### config.mk
export PLATFORM = sky130hd
export DESIGN_NAME = bus_slot_reservation_scheduler_top_flat
export DESIGN_NICKNAME = d
export VERILOG_FILES = /design/src/rtl/bsrs_pkg.sv /design/src/rtl/bsrs_if.sv /design/src/rtl/bsrs_cell.sv /design/src/rtl/bus_slot_reservation_scheduler_top.sv /design/src/flat_wrapper.sv
export SDC_FILE = /design/constraint.sdc
export NUM_CORES = 2
export LEC_CHECK = 0
export BUFFER_PORTS_ARGS = -buffer_cell sky130_fd_sc_hd__buf_2
export CAP_MARGIN = 20
export CORE_ASPECT_RATIO = 1.4
export CORE_MARGIN = 1.5
export CORE_UTILIZATION = 55
export DETAILED_ROUTE_END_ITERATION = 10
export PLACE_DENSITY = 0.72
export SLEW_MARGIN = 20
export SYNTH_ARGS = -nofsm -noshare
export SYNTH_HDL_FRONTEND = slang
export SYNTH_SLANG_ARGS = --single-unit
export TNS_END_PERCENT = 10
### constraint.sdc
create_clock -name clk_i -period 15.6 [get_ports clk_i]
set_clock_uncertainty 0.05 [all_clocks]
set_input_delay 0 -clock clk_i [delete_from_list [all_inputs] [get_ports clk_i]]
set_output_delay 0 -clock clk_i [all_outputs]
set_load 0.01 [all_outputs]
### src/rtl/bsrs_pkg.sv
// Shared types and constants for the bus slot reservation scheduler.
package bsrs_pkg;

  localparam int unsigned SLOTS      = 8;
  localparam int unsigned SLOT_IDX_W = $clog2(SLOTS);
  localparam int unsigned TIME_W     = 32;

  typedef logic [TIME_W-1:0] time_t;

  typedef struct packed {
    time_t req_time;
    time_t duration;
  } req_t;

  typedef struct packed {
    logic  status;
    time_t scheduled_start;
    time_t wait_time;
    time_t time_added;
  } rsp_t;

  // One reserved interval [beg_time, end_time).
  typedef struct packed {
    logic  valid;
    time_t beg_time;
    time_t end_time;
  } entry_t;

  typedef enum logic [2:0] {
    OP_HOLD,
    OP_EXPIRE,
    OP_COMPACT,
    OP_ROTATE,
    OP_INSERT,
    OP_CLEAR
  } cell_op_e;

  // Broadcast from the sequencer to every cell.
  typedef struct packed {
    cell_op_e op;
    time_t    req_time;
    entry_t   new_entry;
  } cell_ctrl_t;

endpackage

### src/rtl/bsrs_if.sv
// Valid/ready request and response channels.
interface bsrs_req_if;
  import bsrs_pkg::*;
  logic valid;
  logic ready;
  req_t payload;
  modport source (output valid, output payload, input ready);
  modport sink (input valid, input payload, output ready);
endinterface

interface bsrs_rsp_if;
  import bsrs_pkg::*;
  logic valid;
  logic ready;
  rsp_t payload;
  modport source (output valid, output payload, input ready);
  modport sink (input valid, input payload, output ready);
endinterface

### src/rtl/bsrs_cell.sv
// One table cell: holds a reservation and trades it with its neighbors.
module bsrs_cell (
  input  logic                clk_i,
  input  logic                rst_ni,
  input  bsrs_pkg::cell_ctrl_t ctrl_i,
  input  bsrs_pkg::entry_t    left_i,
  input  logic                left_gt_i,
  input  bsrs_pkg::entry_t    right_i,
  input  logic                hole_i,
  output bsrs_pkg::entry_t    entry_o,
  output logic                gt_o,
  output logic                hole_o
);
  import bsrs_pkg::*;

  logic   valid_q, valid_d;
  time_t  beg_q, beg_d;
  time_t  end_q, end_d;
  entry_t cur, nxt;

  assign cur = '{valid: valid_q, beg_time: beg_q, end_time: end_q};
  assign entry_o = cur;
  assign hole_o = hole_i | ~valid_q;

  // Ordered by begin, then end.
  assign gt_o = valid_q && ((beg_q > ctrl_i.new_entry.beg_time) ||
                ((beg_q == ctrl_i.new_entry.beg_time) &&
                 (end_q > ctrl_i.new_entry.end_time)));

  always_comb begin
    nxt = cur;
    unique case (ctrl_i.op)
      OP_EXPIRE: begin
        if (valid_q && (end_q <= ctrl_i.req_time)) nxt.valid = 1'b0;
      end
      OP_COMPACT: begin
        if (hole_i || !valid_q) nxt = right_i;
      end
      OP_ROTATE: nxt = right_i;
      OP_INSERT: begin
        // only the first later-or-empty cell takes the new entry
        if (left_gt_i) begin
          nxt = left_i;
        end else if ((gt_o || !valid_q) && !hole_i) begin
          nxt = ctrl_i.new_entry;
        end
      end
      OP_CLEAR: nxt.valid = 1'b0;
      default: nxt = cur;
    endcase
  end

  assign valid_d = nxt.valid;
  assign beg_d   = nxt.beg_time;
  assign end_d   = nxt.end_time;

  always_ff @(posedge clk_i or negedge rst_ni) begin
    if (!rst_ni) begin
      valid_q <= 1'b0;
    end else begin
      valid_q <= valid_d;
    end
  end

  always_ff @(posedge clk_i) begin
    beg_q <= beg_d;
    end_q <= end_d;
  end

endmodule

### src/rtl/bus_slot_reservation_scheduler_top.sv
// Top level of the bus slot reservation scheduler.
//
// Keeps up to SLOTS reserved bus intervals in a row of cells sorted by begin
// time (ties by end). Each request {req_time, duration} runs a sequence: an
// expire step frees intervals that end at or before req_time, compaction
// squeezes out freed cells (one hole per cycle), the row is rotated once
// past cell 0 to run the first-fit scan on each adjacent pair, and an insert
// step puts the new interval at its sorted place. The result then goes to
// the output register; a new request is accepted only in idle, once the
// previous one has reached the output register. A table still full after
// expiry is cleared at once and the request is rejected with full_penalty.
// The output register lets a new request be taken while the previous response
// waits. Interval ends saturate at the top of the 32-bit time range. The user
// must write full_penalty via cfg_we_i/cfg_wdata_i only while the block is
// idle; the block itself does not enforce this.
module bus_slot_reservation_scheduler_top (
  input  logic             clk_i,
  input  logic             rst_ni,
  input  logic             cfg_we_i,
  input  bsrs_pkg::time_t  cfg_wdata_i,
  bsrs_req_if.sink         req,
  bsrs_rsp_if.source       rsp
);
  import bsrs_pkg::*;

  localparam logic [SLOT_IDX_W-1:0] IDX_LAST = SLOT_IDX_W'(SLOTS - 1);

  typedef enum logic [5:0] {
    S_IDLE    = 6'b000001,
    S_EXPIRE  = 6'b000010,
    S_COMPACT = 6'b000100,
    S_SCAN    = 6'b001000,
    S_INSERT  = 6'b010000,
    S_DONE    = 6'b100000
  } state_e;

  state_e state_q, state_d;
  logic [SLOT_IDX_W-1:0] k_q, k_d;
  time_t start_q, start_d, dur_q, dur_d;
  time_t pen_q, pen_d;
  logic found_q, found_d;
  time_t sched_q, sched_d, last_q, last_d;
  rsp_t res_q, res_d;
  logic rsp_valid_q, rsp_valid_d;
  rsp_t rsp_q, rsp_d;

  cell_ctrl_t ctrl;
  entry_t e [SLOTS];
  logic gt [SLOTS];
  logic hole [SLOTS+1];
  logic all_valid;

  // Row of cells
  assign hole[0] = 1'b0;
  for (genvar i = 0; i < SLOTS; i++) begin : g_cell
    entry_t left_e, right_e;
    logic left_gt;
    if (i == 0) begin : g_first
      assign left_e  = '0;
      assign left_gt = 1'b0;
    end else begin : g_mid
      assign left_e  = e[i-1];
      assign left_gt = gt[i-1];
    end
    if (i == SLOTS - 1) begin : g_last
      // wrap for rotation, feed an empty cell while compacting
      assign right_e = (ctrl.op == OP_ROTATE) ? e[0] : '0;
    end else begin : g_inner
      assign right_e = e[i+1];
    end
    bsrs_cell u_cell (
      .clk_i     (clk_i),
      .rst_ni    (rst_ni),
      .ctrl_i    (ctrl),
      .left_i    (left_e),
      .left_gt_i (left_gt),
      .right_i   (right_e),
      .hole_i    (hole[i]),
      .entry_o   (e[i]),
      .gt_o      (gt[i]),
      .hole_o    (hole[i+1])
    );
  end

  always_comb begin
    all_valid = 1'b1;
    for (int i = 0; i < SLOTS; i++) all_valid &= e[i].valid;
  end

  // Scan terms: cell 0 holds the k-th entry in order, cell 1 the next.
  logic pair_ok, b0_fit, last_here;
  logic [TIME_W:0] end_sum;
  time_t final_sched;

  assign pair_ok = e[0].valid && e[1].valid && (k_q != IDX_LAST);
  assign b0_fit = (e[0].beg_time > start_q) && ((e[0].beg_time - start_q) >= dur_q);
  assign last_here = e[0].valid && !pair_ok;
  assign final_sched = found_q ? sched_q : last_q;
  assign end_sum = {1'b0, final_sched} + {1'b0, dur_q};

  assign req.ready = (state_q == S_IDLE);
  assign rsp.valid = rsp_valid_q;
  assign rsp.payload = rsp_q;

  always_comb begin
    state_d     = state_q;
    k_d         = k_q;
    start_d     = start_q;
    dur_d       = dur_q;
    pen_d       = cfg_we_i ? cfg_wdata_i : pen_q;
    found_d     = found_q;
    sched_d     = sched_q;
    last_d      = last_q;
    res_d       = res_q;
    rsp_valid_d = rsp_valid_q;
    rsp_d       = rsp_q;
    ctrl.op     = OP_HOLD;
    ctrl.req_time = start_q;
    ctrl.new_entry = '{valid: 1'b1, beg_time: final_sched,
                       end_time: end_sum[TIME_W] ? '1 : end_sum[TIME_W-1:0]};

    if (rsp_valid_q && rsp.ready) rsp_valid_d = 1'b0;

    unique case (state_q)
      S_IDLE: begin
        if (req.valid) begin
          start_d = req.payload.req_time;
          dur_d   = req.payload.duration;
          state_d = S_EXPIRE;
        end
      end
      S_EXPIRE: begin
        ctrl.op = OP_EXPIRE;
        k_d     = '0;
        found_d = 1'b0;
        state_d = S_COMPACT;
      end
      S_COMPACT: begin
        if ((k_q == '0) && all_valid) begin
          // still full: drop every reservation and reject
          ctrl.op = OP_CLEAR;
          res_d   = '{status: 1'b1, scheduled_start: start_q,
                      wait_time: '0, time_added: pen_q};
          state_d = S_DONE;
        end else begin
          ctrl.op = OP_COMPACT;
          if (k_q == IDX_LAST) begin
            k_d     = '0;
            state_d = S_SCAN;
          end else begin
            k_d = k_q + 1'b1;
          end
        end
      end
      S_SCAN: begin
        ctrl.op = OP_ROTATE;
        if (!found_q) begin
          priority if ((k_q == '0) && !e[0].valid) begin
            found_d = 1'b1;
            sched_d = start_q;
          end else if ((k_q == '0) && b0_fit) begin
            found_d = 1'b1;
            sched_d = start_q;
          end else if (pair_ok && (e[0].end_time >= start_q) &&
                       (e[1].beg_time >= e[0].end_time) &&
                       ((e[1].beg_time - e[0].end_time) >= dur_q)) begin
            found_d = 1'b1;
            sched_d = e[0].end_time;
          end
        end
        if (last_here) last_d = e[0].end_time;
        if (k_q == IDX_LAST) begin
          state_d = S_INSERT;
        end else begin
          k_d = k_q + 1'b1;
        end
      end
      S_INSERT: begin
        ctrl.op = OP_INSERT;
        res_d   = '{status: 1'b0, scheduled_start: final_sched,
                    wait_time: final_sched - start_q,
                    time_added: final_sched - start_q};
        state_d = S_DONE;
      end
      S_DONE: begin
        if (!rsp_valid_q || rsp.ready) begin
          rsp_valid_d = 1'b1;
          rsp_d       = res_q;
          state_d     = S_IDLE;
        end
      end
      default: state_d = S_IDLE;
    endcase
  end

  always_ff @(posedge clk_i or negedge rst_ni) begin
    if (!rst_ni) begin
      state_q     <= S_IDLE;
      k_q         <= '0;
      pen_q       <= '0;
      found_q     <= 1'b0;
      rsp_valid_q <= 1'b0;
    end else begin
      state_q     <= state_d;
      k_q         <= k_d;
      pen_q       <= pen_d;
      found_q     <= found_d;
      rsp_valid_q <= rsp_valid_d;
    end
  end

  always_ff @(posedge clk_i) begin
    start_q <= start_d;
    dur_q   <= dur_d;
    sched_q <= sched_d;
    last_q  <= last_d;
    res_q   <= res_d;
    rsp_q   <= rsp_d;
  end

endmodule

### src/flat_wrapper.sv
// flat-port wrapper written by rule: the top's interface ports become plain ports
module bus_slot_reservation_scheduler_top_flat import bsrs_pkg::*;
  (clk_i, rst_ni, cfg_we_i, cfg_wdata_i, req_valid, req_payload, req_ready, rsp_valid, rsp_payload, rsp_ready);
  bsrs_req_if req_i ();
  bsrs_rsp_if rsp_i ();
  input  logic clk_i;
  input  logic rst_ni;
  input  logic cfg_we_i;
  input  bsrs_pkg::time_t cfg_wdata_i;
  input wire logic [$bits(req_i.valid)-1:0] req_valid;
  input wire logic [$bits(req_i.payload)-1:0] req_payload;
  output wire logic [$bits(req_i.ready)-1:0] req_ready;
  output wire logic [$bits(rsp_i.valid)-1:0] rsp_valid;
  output wire logic [$bits(rsp_i.payload)-1:0] rsp_payload;
  input wire logic [$bits(rsp_i.ready)-1:0] rsp_ready;
  assign req_i.valid = req_valid;
  assign req_i.payload = req_payload;
  assign req_ready = req_i.ready;
  assign rsp_valid = rsp_i.valid;
  assign rsp_payload = rsp_i.payload;
  assign rsp_i.ready = rsp_ready;
  bus_slot_reservation_scheduler_top u_core (.clk_i(clk_i), .rst_ni(rst_ni), .cfg_we_i(cfg_we_i), .cfg_wdata_i(cfg_wdata_i), .req(req_i), .rsp(rsp_i));
endmodule
==> reports/summary.md <==
• run status: finished, final reports clean
• Post-synth EDFFs: 834
• die width: 291 um
• cell area reported after detailed placement: 66600 um^2
• detailed-placement wirelength estimate: 179000 um
• wire length after detailed routing: 245000 um
• area share of the leading cell type in the synthesized netlist: 0.392
• worst relative slew slack: 0.139
• endpoint kind of the worst setup timing path: flop
• clock period minus final worst setup slack: 11.28 ns
• library cell with the largest summed area after synthesis: edfxtp_1
• RSZ-0062 raised after global routing: no
• starting density of the core: 0.555
• final count of hold timing violations: 0
• Cell variety after synth: 91
• RD Place Congestion: 1.05
• Leakage: 31.0 nW
• highest clock rate: 88.7 MHz
• required time at the endpoint of the critical path: 15.89 ns
• first drt pass iteration count: 6
• Primary FF master, synth: edfxtp_1
• Synth Instances: 6272
• share of cells above drive strength 1: 0.0860
• clock tree from TritonCTS: yes
• netlist area before placement: 63800 um^2
• number of design-rule violations left by the first detailed-router iteration: 6171
• total of buffers placed on input and output ports: 199
• met2 Use GR: 0.660
• CP max stage delay: 0.87 ns
• count of fill cells added during filler insertion: 9367
• biggest area contributors in the synthesized netlist: edfxtp_1 (39%), ha_1 (19%), mux2i_1 (5.2%)
• max-capacitance violation count: 0
• most frequent cells after synthesis: ha_1 (946), edfxtp_1 (834), nand2_1 (791)
• CTS sink cnt: 885
• Std-Cell Core Area: 115000 um^2
• global route hottest layer: met2
• flop and latch count out of synthesis: 885
• Crit path top cell by count: buf_4
• row count: 147
• Die Y-Extent: 406 um
• antenna-violating nets left: 0
• setup slack at placement: 4.72 ns
• number of antenna violations at the first check in global routing: 7
• critical path start-end classification: reg2reg
• total CTS buffers: 93
• slack of the worst reg-to-reg path: 4.32 ns
• portion of the clock cycle consumed by the worst path in the final layout: 0.723
• clock input transition at the sequential cells of the worst setup and hold paths: 0.07 ns
• Worst path top cell family by delay: compound AO/OA/AOI/OAI gates
• H-tree Lvls: 3
• share of synthesized flip-flops with an asynchronous set or reset: 0.0576
• DRC violations left: 0
• wire length of the first global-routing pass: 353000 um
• highest fanout seen on the critical path: 48
• drt wl/cell: 29.8 um
• layout-stage area growth over the synthesis result: 12.9%
• Post-Layout Inst Area: 72000 um^2
• yosys synthesis warning count: 0
• Hold/Removal Path Class: in2reg
• buffers plus inverters on the worst setup path: 4
• max-slew violation count: 0
• power per standard cell area: 120 nW/um^2
• number of nets in the layout: 7694
• final setup violating endpoints: 0
• mean cell area of the mapped netlist: 10.2 um^2
• met1 track demand over resource: 0.460
• Hold Slack: 0.0188 ns
• syn nets: 7323
• Vias: 55100
• share of the yosys chip area belonging to registers: 0.412
• type of element launching the critical path: flop
• CTS Root Buffer Type: clkbuf_16
• maximum number of pins on one net before global-route repair: 230
• crit path max-delay cell type: buf_4
• Via-to-Cell Ratio: 6.71
• overall routing resource usage: 0.408
• post-layout util: 0.627
• ports placed on the boundary: 200
• worst setup margin: 4.32 ns
• clock latency on the worst-skew pair: 0.75 ns
• transition time at the pin with the least slew margin: 1.29 ns
• Worst IR Drop VDD: 0.105 mV
• Max clock buf depth: 3
• total overflow reported by the global router: 0
• buffer count from post-CTS setup fixing: 0
• Placed Cells incl. Taps: 7819
• Final Instance Count excl. Fillers: 8217
• die footprint: 118000 um^2
• number of global-route vias before repair: 54600
• final-layout setup total negative slack: 0 ns
• met3 Track Usage GR: 0.0671
• most frequent cell after synthesis: ha_1
• endpoint arrival time on the critical path: 11.57 ns
• total power after layout: 8.67 mW
[area by class of cell]
type,instances,area [um^2],area share
clock inverter,58,697,0.00967
inverter,242,916,0.0127
multi-input combinational,4908,35800,0.497
antenna,4,10.0,0.000139
sequential,885,26300,0.365
clock buffer,117,2510,0.0348
tap,1490,1860,0.0259
timing repair buffer,513,3940,0.0547
[path summary, 6_finish.rpt]
| check | start | endpoint | cells past startpoint |
|---|---|---|---|
| min | cfg_we_i | u_core.pen_q[5] | 2 |
| max in group asynchronous | rst_ni | u_core.g_cell[0].u_cell.valid_q | 4 |
| min in group asynchronous | rst_ni | u_core.pen_q[2] | 4 |
| max reg2reg | u_core.found_q | u_core.g_cell[3].u_cell.beg_q[8] | 26 |
| max | u_core.found_q | u_core.g_cell[3].u_cell.beg_q[8] | 26 |
| min reg2reg | u_core.res_q[67] | u_core.rsp.payload[67] | 0 |
[report_power, final]
| part | leakage (nW) | total [mW] | switching [mW] | internal, mW |
|---|---|---|---|---|
| Combinational | 21.4 | 3.13 | 2.01 | 1.12 |
| Clock | 1.57 | 2.42 | 1.04 | 1.38 |
| Sequential | 8.05 | 3.12 | 0.243 | 2.88 |
| Total | 31.0 | 8.67 | 3.29 | 5.38 |
[metal layers]
metal,up-vias,share of wire
met5,-,0.00011
li1,24500,-
met4,4,0.11
met1,26500,0.35
met2,3216,0.45
met3,987,0.084
[logic make-up after synthesis]
logic type | count (synthesis) | synth area share
compound gates | 1776 | 0.168
simple gates | 1669 | 0.122
fa+ha+maj | 951 | 0.187
flops | 885 | 0.412
buf+inv | 479 | 0.0309
mux | 400 | 0.0640
xor+xnor | 112 | 0.0154
[cells in the final DEF, fill, tap and decap left out, types with 69 or more instances in the layout]
| cell | synthesis | routed |
|---|---|---|
| buf_4 | 21 | 93 |
| dlygate4sd3_1 | 0 | 218 |
| mux2i_1 | 334 | 334 |
| nand2_1 | 791 | 791 |
| a21oi_1 | 439 | 437 |
| xnor2_1 | 83 | 83 |
| a21o_1 | 280 | 280 |
| nand4_1 | 179 | 179 |
| nor3_1 | 74 | 72 |
| o21ai_0 | 331 | 329 |
| o21ai_1 | 327 | 326 |
| inv_1 | 242 | 241 |
| clkbuf_16 | 0 | 94 |
| edfxtp_1 | 834 | 834 |
| ha_1 | 946 | 946 |
| o21a_1 | 70 | 69 |
| nor2b_1 | 75 | 73 |
| nand3_1 | 106 | 105 |
| buf_2 | 34 | 199 |
| nor2_1 | 218 | 215 |
[state kept, by name, indices dropped and copies added, names as in the netlist]
name                          count
u_core.g_cell.u_cell.beg_q      256
u_core.k_q                        3
u_core.g_cell.u_cell.valid_q      8
u_core.dur_q                     32
u_core.pen_q                     32
u_core.g_cell.u_cell.end_q      256
u_core.state_q                    6
u_core.last_q                    32
u_core.found_q                    1
u_core.start_q                   32
u_core.sched_q                   32
u_core.res_q                     97
u_core.rsp.payload               97
u_core.rsp.valid                  1
[what timing repair did]
item / 4_1_cts / 5_1_grt
hold buffers: 218 / 0
hold endpoints to repair: 182 / 0
resized for setup: 0 / 0
Note: power is estimated with default switching activity, not from simulation.
